### src/rtl/i2cpwm_pkg.sv
// Shared types, constants and table function for the I2C slave buffer / PWM block.
`timescale 1ns / 1ps
package i2cpwm_pkg;

	localparam int RX_DEPTH = 5;
	localparam int TX_DEPTH = 5;
	localparam int RX_PTR_W = (RX_DEPTH > 1) ? $clog2(RX_DEPTH) : 1;
	localparam int TX_PTR_W = $clog2(TX_DEPTH);

	localparam logic [7:0] VERSION_RESET = 8'h01;
	localparam int TX_VERSION_POS = 2;

	typedef logic [RX_PTR_W-1:0] rx_ptr_t;
	typedef logic [TX_PTR_W-1:0] tx_ptr_t;

	typedef enum logic [2:0] {
		EV_WR_ADDR,
		EV_WR_DATA,
		EV_RD_ADDR,
		EV_RD_DATA,
		EV_OTHER
	} event_t;

	// decoder result: next control state plus store and transmit requests
	typedef struct packed {
		logic    store_en;
		rx_ptr_t store_idx;
		rx_ptr_t wpos_n;
		tx_ptr_t rpos_n;
		logic    gcall_flag_n;
		logic    tx_valid;
		logic [7:0] tx_byte;
	} upd_t;

	function automatic logic [7:0] tx_table(input tx_ptr_t pos, input logic [7:0] version);
		tx_table = (pos == tx_ptr_t'(TX_VERSION_POS)) ? version : 8'h00;
	endfunction

endpackage

### src/rtl/i2cpwm_decode.sv
// Event classification and next-state logic for one I2C slave byte event.
`timescale 1ns / 1ps
module i2cpwm_decode import i2cpwm_pkg::*; (
	input  logic       is_data,
	input  logic       start_seen,
	input  logic       is_read,
	input  logic       buffer_full,
	input  logic [7:0] rx_byte,
	input  logic       clock_held,
	input  logic       master_nack,
	input  logic       gcall_flag,
	input  rx_ptr_t    wpos,
	input  tx_ptr_t    rpos,
	input  logic [7:0] version,
	output upd_t       upd
);

	event_t  ev;
	rx_ptr_t wp;
	rx_ptr_t wp_inc;
	tx_ptr_t rp;
	tx_ptr_t rp_inc;

	always_comb begin
		ev = EV_OTHER;
		if (!is_data && start_seen && !is_read && buffer_full) begin
			ev = EV_WR_ADDR;
		end else if (is_data && start_seen && !is_read && buffer_full) begin
			ev = EV_WR_DATA;
		end else if (!is_data && start_seen && is_read) begin
			ev = EV_RD_ADDR;
		end else if (is_data && start_seen && is_read && clock_held) begin
			ev = EV_RD_DATA;
		end
	end

	// out-of-range positions fold back to zero before use
	always_comb begin
		wp = (int'(wpos) >= RX_DEPTH) ? '0 : wpos;
		wp_inc = (wp == rx_ptr_t'(RX_DEPTH - 1)) ? '0 : wp + rx_ptr_t'(1);
		rp = (int'(rpos) >= TX_DEPTH) ? '0 : rpos;
		rp_inc = (rp == tx_ptr_t'(TX_DEPTH - 1)) ? '0 : rp + tx_ptr_t'(1);
	end

	always_comb begin
		upd.store_en     = 1'b0;
		upd.store_idx    = wp;
		upd.wpos_n       = wpos;
		upd.rpos_n       = rpos;
		upd.gcall_flag_n = gcall_flag;
		upd.tx_valid     = 1'b0;
		upd.tx_byte      = 8'h00;
		case (ev)
			EV_WR_ADDR: begin
				upd.gcall_flag_n = (rx_byte == 8'h00);
				upd.wpos_n       = '0;
			end
			EV_WR_DATA: begin
				upd.store_en = 1'b1;
				upd.wpos_n   = wp_inc;
			end
			EV_RD_ADDR: begin
				if (rx_byte == 8'h00) begin
					upd.gcall_flag_n = 1'b1;
					upd.wpos_n       = '0;
				end else begin
					upd.gcall_flag_n = 1'b0;
					upd.tx_valid     = 1'b1;
					upd.tx_byte      = tx_table('0, version);
					upd.rpos_n       = tx_ptr_t'(1);
				end
			end
			EV_RD_DATA: begin
				if (gcall_flag) begin
					upd.store_en = 1'b1;
					upd.wpos_n   = wp_inc;
				end else if (!master_nack) begin
					upd.tx_valid = 1'b1;
					upd.tx_byte  = tx_table(rp, version);
					upd.rpos_n   = rp_inc;
				end
			end
			default: begin
				if (gcall_flag) begin
					upd.store_en = 1'b1;
					upd.wpos_n   = wp_inc;
				end
			end
		endcase
	end

endmodule

### src/rtl/i2c_slave_buffer_pwm_control.sv
// Top level: I2C slave byte-event handler with receive buffer and PWM control.
// Each accepted input transaction is registered; its result appears on the output register in the next cycle.
// Throughput: one event per cycle; the input stalls only while a result waits
// in the output register and the output side stalls.
// Reset (arst_n low, asynchronous): control state, receive buffer and version
// register return to their defaults; no result is pending.
`timescale 1ns / 1ps
module i2c_slave_buffer_pwm_control import i2cpwm_pkg::*; (
	input  logic       clk,
	input  logic       arst_n,
	input  logic       cfg_valid,
	output logic       cfg_ready,
	input  logic [7:0] version_byte,
	input  logic       in_valid,
	output logic       in_stall,
	input  logic       is_data,
	input  logic       start_seen,
	input  logic       is_read,
	input  logic       buffer_full,
	input  logic [7:0] rx_byte,
	input  logic       clock_held,
	input  logic       master_nack,
	output logic       out_valid,
	input  logic       out_stall,
	output logic       tx_valid,
	output logic [7:0] tx_byte,
	output logic [7:0] pwm_duty,
	output logic       drive_enable,
	output logic       gencall_allowed,
	output logic       gencall_active
);

	logic [7:0] version_q;
	logic       gcall_flag_q;
	logic       gcall_en_q;
	rx_ptr_t    wpos_q;
	tx_ptr_t    rpos_q;
	logic [7:0] rx_store_q [RX_DEPTH];
	logic       out_valid_q;
	logic       tx_valid_q;
	logic [7:0] tx_byte_q;
	logic [7:0] duty_q;
	logic       gcall_active_q;

	upd_t       upd;
	logic       accept;
	logic [7:0] duty_n;
	logic       gcall_en_n;

	assign cfg_ready = 1'b1;
	assign in_stall  = out_valid_q && out_stall;
	assign accept    = in_valid && !in_stall;

	i2cpwm_decode u_decode (
		.is_data     (is_data),
		.start_seen  (start_seen),
		.is_read     (is_read),
		.buffer_full (buffer_full),
		.rx_byte     (rx_byte),
		.clock_held  (clock_held),
		.master_nack (master_nack),
		.gcall_flag  (gcall_flag_q),
		.wpos        (wpos_q),
		.rpos        (rpos_q),
		.version     (version_q),
		.upd         (upd)
	);

	// receive byte 0 as it stands after this event
	always_comb begin
		duty_n = rx_store_q[0];
		if (upd.store_en && upd.store_idx == '0) begin
			duty_n = rx_byte;
		end
		gcall_en_n = gcall_en_q && (duty_n == 8'h00);
	end

	always_ff @(posedge clk or negedge arst_n) begin
		if (!arst_n) begin
			version_q    <= VERSION_RESET;
			gcall_flag_q <= 1'b0;
			gcall_en_q   <= 1'b1;
			wpos_q       <= '0;
			rpos_q       <= '0;
			for (int i = 0; i < RX_DEPTH; i++) begin
				rx_store_q[i] <= 8'h00;
			end
		end else begin
			if (cfg_valid && cfg_ready) begin
				version_q <= version_byte;
			end
			if (accept) begin
				gcall_flag_q <= upd.gcall_flag_n;
				gcall_en_q   <= gcall_en_n;
				wpos_q       <= upd.wpos_n;
				rpos_q       <= upd.rpos_n;
				if (upd.store_en) begin
					rx_store_q[upd.store_idx] <= rx_byte;
				end
			end
		end
	end

	always_ff @(posedge clk or negedge arst_n) begin
		if (!arst_n) begin
			out_valid_q <= 1'b0;
		end else if (!in_stall) begin
			out_valid_q <= in_valid;
		end
	end

	always_ff @(posedge clk) begin
		if (accept) begin
			tx_valid_q     <= upd.tx_valid;
			tx_byte_q      <= upd.tx_byte;
			duty_q         <= duty_n;
			gcall_active_q <= upd.gcall_flag_n;
		end
	end

	assign out_valid       = out_valid_q;
	assign tx_valid        = tx_valid_q;
	assign tx_byte         = tx_byte_q;
	assign pwm_duty        = duty_q;
	assign drive_enable    = (duty_q != 8'h00);
	assign gencall_allowed = gcall_en_q;
	assign gencall_active  = gcall_active_q;

endmodule

### config.mk
export PLATFORM = sky130hd
export DESIGN_NAME = i2c_slave_buffer_pwm_control
export DESIGN_NICKNAME = d
export VERILOG_FILES = /design/src/rtl/i2cpwm_pkg.sv /design/src/rtl/i2cpwm_decode.sv /design/src/rtl/i2c_slave_buffer_pwm_control.sv
export SDC_FILE = /design/constraint.sdc
export NUM_CORES = 1
export LEC_CHECK = 0
export BUFFER_PORTS_ARGS = -buffer_cell sky130_fd_sc_hd__buf_4
export CORE_ASPECT_RATIO = 1.4
export CORE_MARGIN = 4
export CORE_UTILIZATION = 48
export CTS_CLUSTER_SIZE = 24
export DETAILED_ROUTE_END_ITERATION = 6
export GPL_ROUTABILITY_DRIVEN = 0
export PLACE_DENSITY = 0.76
export SYNTH_ARGS = -nofsm -noshare
export SYNTH_HDL_FRONTEND = slang
export SYNTH_SLANG_ARGS = --single-unit
### constraint.sdc
create_clock -name clk -period 2.05 [get_ports clk]
set_clock_uncertainty 0.1 [all_clocks]
set_input_delay 0.41 -clock clk [delete_from_list [all_inputs] [get_ports clk]]
set_output_delay 0.41 -clock clk [all_outputs]
set_load 0.03 [all_outputs]
==> flow_metrics.tcl <==
set metrics [dict create \
    crit_fanout 9 \
    worst_pin_slew_ns 0.705 \
    first_global_vias 1512 \
    drv_cap 0 \
    async_flop_share_pct 58.1 \
    p_leak_nw 1.17 \
    vdd_drop_max_uv 575 \
    path_clk_slew_ns 0.08 \
    dr_total_vias 1456 \
    syn_area_per_cell_sq_um 12.9 \
    initial_core_util_pct 49.5 \
    ys_warn_count 0 \
    fin_crit_sh_pct 96.3 \
    io_buffers 48 \
    drt_iter0_drc 58 \
    routed_wl_um 4030 \
    slew_headroom_pct 52.3 \
    core.rowCount 28 \
    cellPowerDensity_mw_per_mm2 955 \
    slew_violations 0 \
    slowest_stage "or3b_2" \
    diodes 0 \
    yosysSeqAreaShare_pct 56.1 \
    synth_seq_cells 43 \
    fmax_ghz 0.507 \
    post-dp-hpwl_um 3150 \
    crit_path_start_kind "flop" \
    critPathKind "flop to flop" \
    syn_area_sq_mm 0.00208 \
    run_status "finished clean" \
    fp.dieH_um 85.9 \
    final_common_cell "buf_4" \
    fin_area_sq_mm 0.00269 \
    nNetsFinal 253 \
    grt.overflow.total 0 \
    grt_pass1_wl_um 6930 \
    clk_path_buf_depth 2 \
    detail_route.wl_per_cell_um 15.1 \
    cts_buffers 5 \
    drc 0 \
    path_buf_inv 0 \
    die_x_um 63.7 \
    rsz0062_at_grt "no" \
    critPathRequiredTime_ns 1.99 \
    synth_cell_type_count 42 \
    critical_path.endpoint_type "flop" \
    fillCellCount 326 \
    core_sq_mm 0.00420 \
    die_area_sq_mm 0.00547 \
    hold_slack_ns 0.220 \
    slowest_delay_ns 0.49 \
    path_delay_family "simple AND/OR/NAND/NOR gates" \
    cts.sinks 43 \
    cts_tree "yes" \
    grt_max_degree 26 \
    synthesis.nets 194 \
    total_power_mw 2.57 \
    h-tree-depth 2 \
    area_delta_synth_final_pct 29.1 \
    synthCells 162 \
    cts_root_buffer "clkbuf_8" \
    hold_path_class "input port to flop" \
    hold_violations 0 \
    critPathArrivalTime_ns 1.92 \
    ant_nets 0 \
    finalCriticalPeriod_ns 1.97 \
    antenna_found_initial 0 \
    drive_above_1_share_pct 45.5 \
    synth_top_flop_cell "dfrtp_1" \
    worstSkewPairLatency_ns 0.29 \
    dr.pass1.iters 4 \
    synth-edff-count 18 \
    crit_path_cell_trace "or3b_2 > nand2_1 > a21o_2 > mux2_2" \
    io_pins 50 \
    grt_usage_pct 16.0 \
    routed_via_density 5.45 \
    final_cell_mix "buf_4 (53), mux2_2 (26), dfrtp_1 (22)" \
    fin_util_pct 64.0 \
    dpl_cell_area_sq_mm 0.00254 \
    setup_viol 0 \
]
==> flip-flops by register name, summed over array words and instances (netlist names) <==
name and flops:
pwm_duty 8, rx_store_q 8, tx_byte 8, version_q 8
rpos_q 3, wpos_q 3, gcall_flag_q 1, gencall_active 1
gencall_allowed 1, out_valid 1, tx_valid 1
==> where the power goes <==
group	internal, mW	switching, mW
clock	0.487	0.283
combinational	0.304	0.319
sequential	1.06	0.109
total	1.86	0.711
==> path summary, 6_finish.rpt <==
| path | end | slack [ns] | start | cells past startpoint |
|---|---|---|---|---|
| worst max-delay path | pwm_duty[7] | 0.08 | wpos_q[1] | 4 |
| worst min-delay path | out_valid | 0.22 | in_valid | 2 |
| worst max register to register | pwm_duty[7] | 0.08 | wpos_q[1] | 4 |
| worst min register to register | gencall_allowed | 0.36 | gencall_allowed | 2 |
| max in group asynchronous | gencall_allowed | 1.11 | arst_n | 2 |
| min in group asynchronous | rpos_q[0] | 0.45 | arst_n | 2 |
==> area by class of cell <==
type,instances,area [sq um],area share (%)
Clock buffer,6,72.6,2.70
Clock inverter,2,60.1,2.23
Inverter,8,33.8,1.26
Multi-Input combinational cell,108,868,32.3
Sequential cell,43,1170,43.5
Tap cell,45,56.3,2.09
Timing Repair Buffer,55,428,15.9
==> through the flow <==
step / setup TNS [ns] / cells / setup WS, ns
finish: 0 / 267 / 0.0764
global route: 0 / 267 / 0.00811
CTS: 0 / 267 / 0.0812
detailed placement: -0.174 / 258 / -0.0667
global placement: -0.0672 / 258 / -0.0337
floorplan: 0 / 162 / 0.0934
==> logic make-up (layout without fill, tap and decap cells) <==
logic type / count (synthesis) / count (layout) / synth area share, %
and+or+nand+nor: 49 / 49 / 14.4
DFF: 43 / 43 / 56.1
AOI/OAI and AO/OA: 25 / 25 / 9.13
adders and majority gates: 5 / 5 / 3.00
muxes: 27 / 27 / 14.5
buffers and inverters: 11 / 71 / 2.22
xor gates and xnor gates: 1 / 1 / 0.421
other: 1 / 1 / 0.180
==> synth_stat cells (2+ instances only) <==
library cell,n,area (sq um)
mux2_2,26,293
dfrtp_1,23,576
edfxtp_1,18,541
and2_1,8,50.1
inv_1,8,30.0
o21ai_0,8,40.0
nand2_1,7,26.3
nand2b_1,7,43.8
nor2_1,7,26.3
ha_1,5,62.6
nor4_1,4,25.0
nor2b_1,3,18.8
a211oi_1,2,15.0
a21o_1,2,15.0
a21oi_1,2,10.0
dfstp_2,2,52.6
nand3b_1,2,15.0
o31ai_1,2,15.0
or2_2,2,12.5
or4_4,2,22.5
==> metal layers <==
layer / vias to the layer above / share of wire, % / GRT usage [%] / wire length, um
li1: 712 / - / - / -
met1: 700 / 39 / 18.3 / 1590
met2: 40 / 54 / 29.4 / 2190
met3: 4 / 5.1 / 3.54 / 204
met4: 0 / 1.1 / 5.30 / 44
met5: - / 0 / 0 / 0
==> timing repair <==
item | 4_1_cts | 5_1_grt
endpoints found under the hold margin | 23 | 0
resized for setup | 1 | 1
buffers inserted | 0 | 0
hold buffers | 1 | 0
endpoints found under the setup margin | 8 | 1
Power figures use the tool's default switching activity.
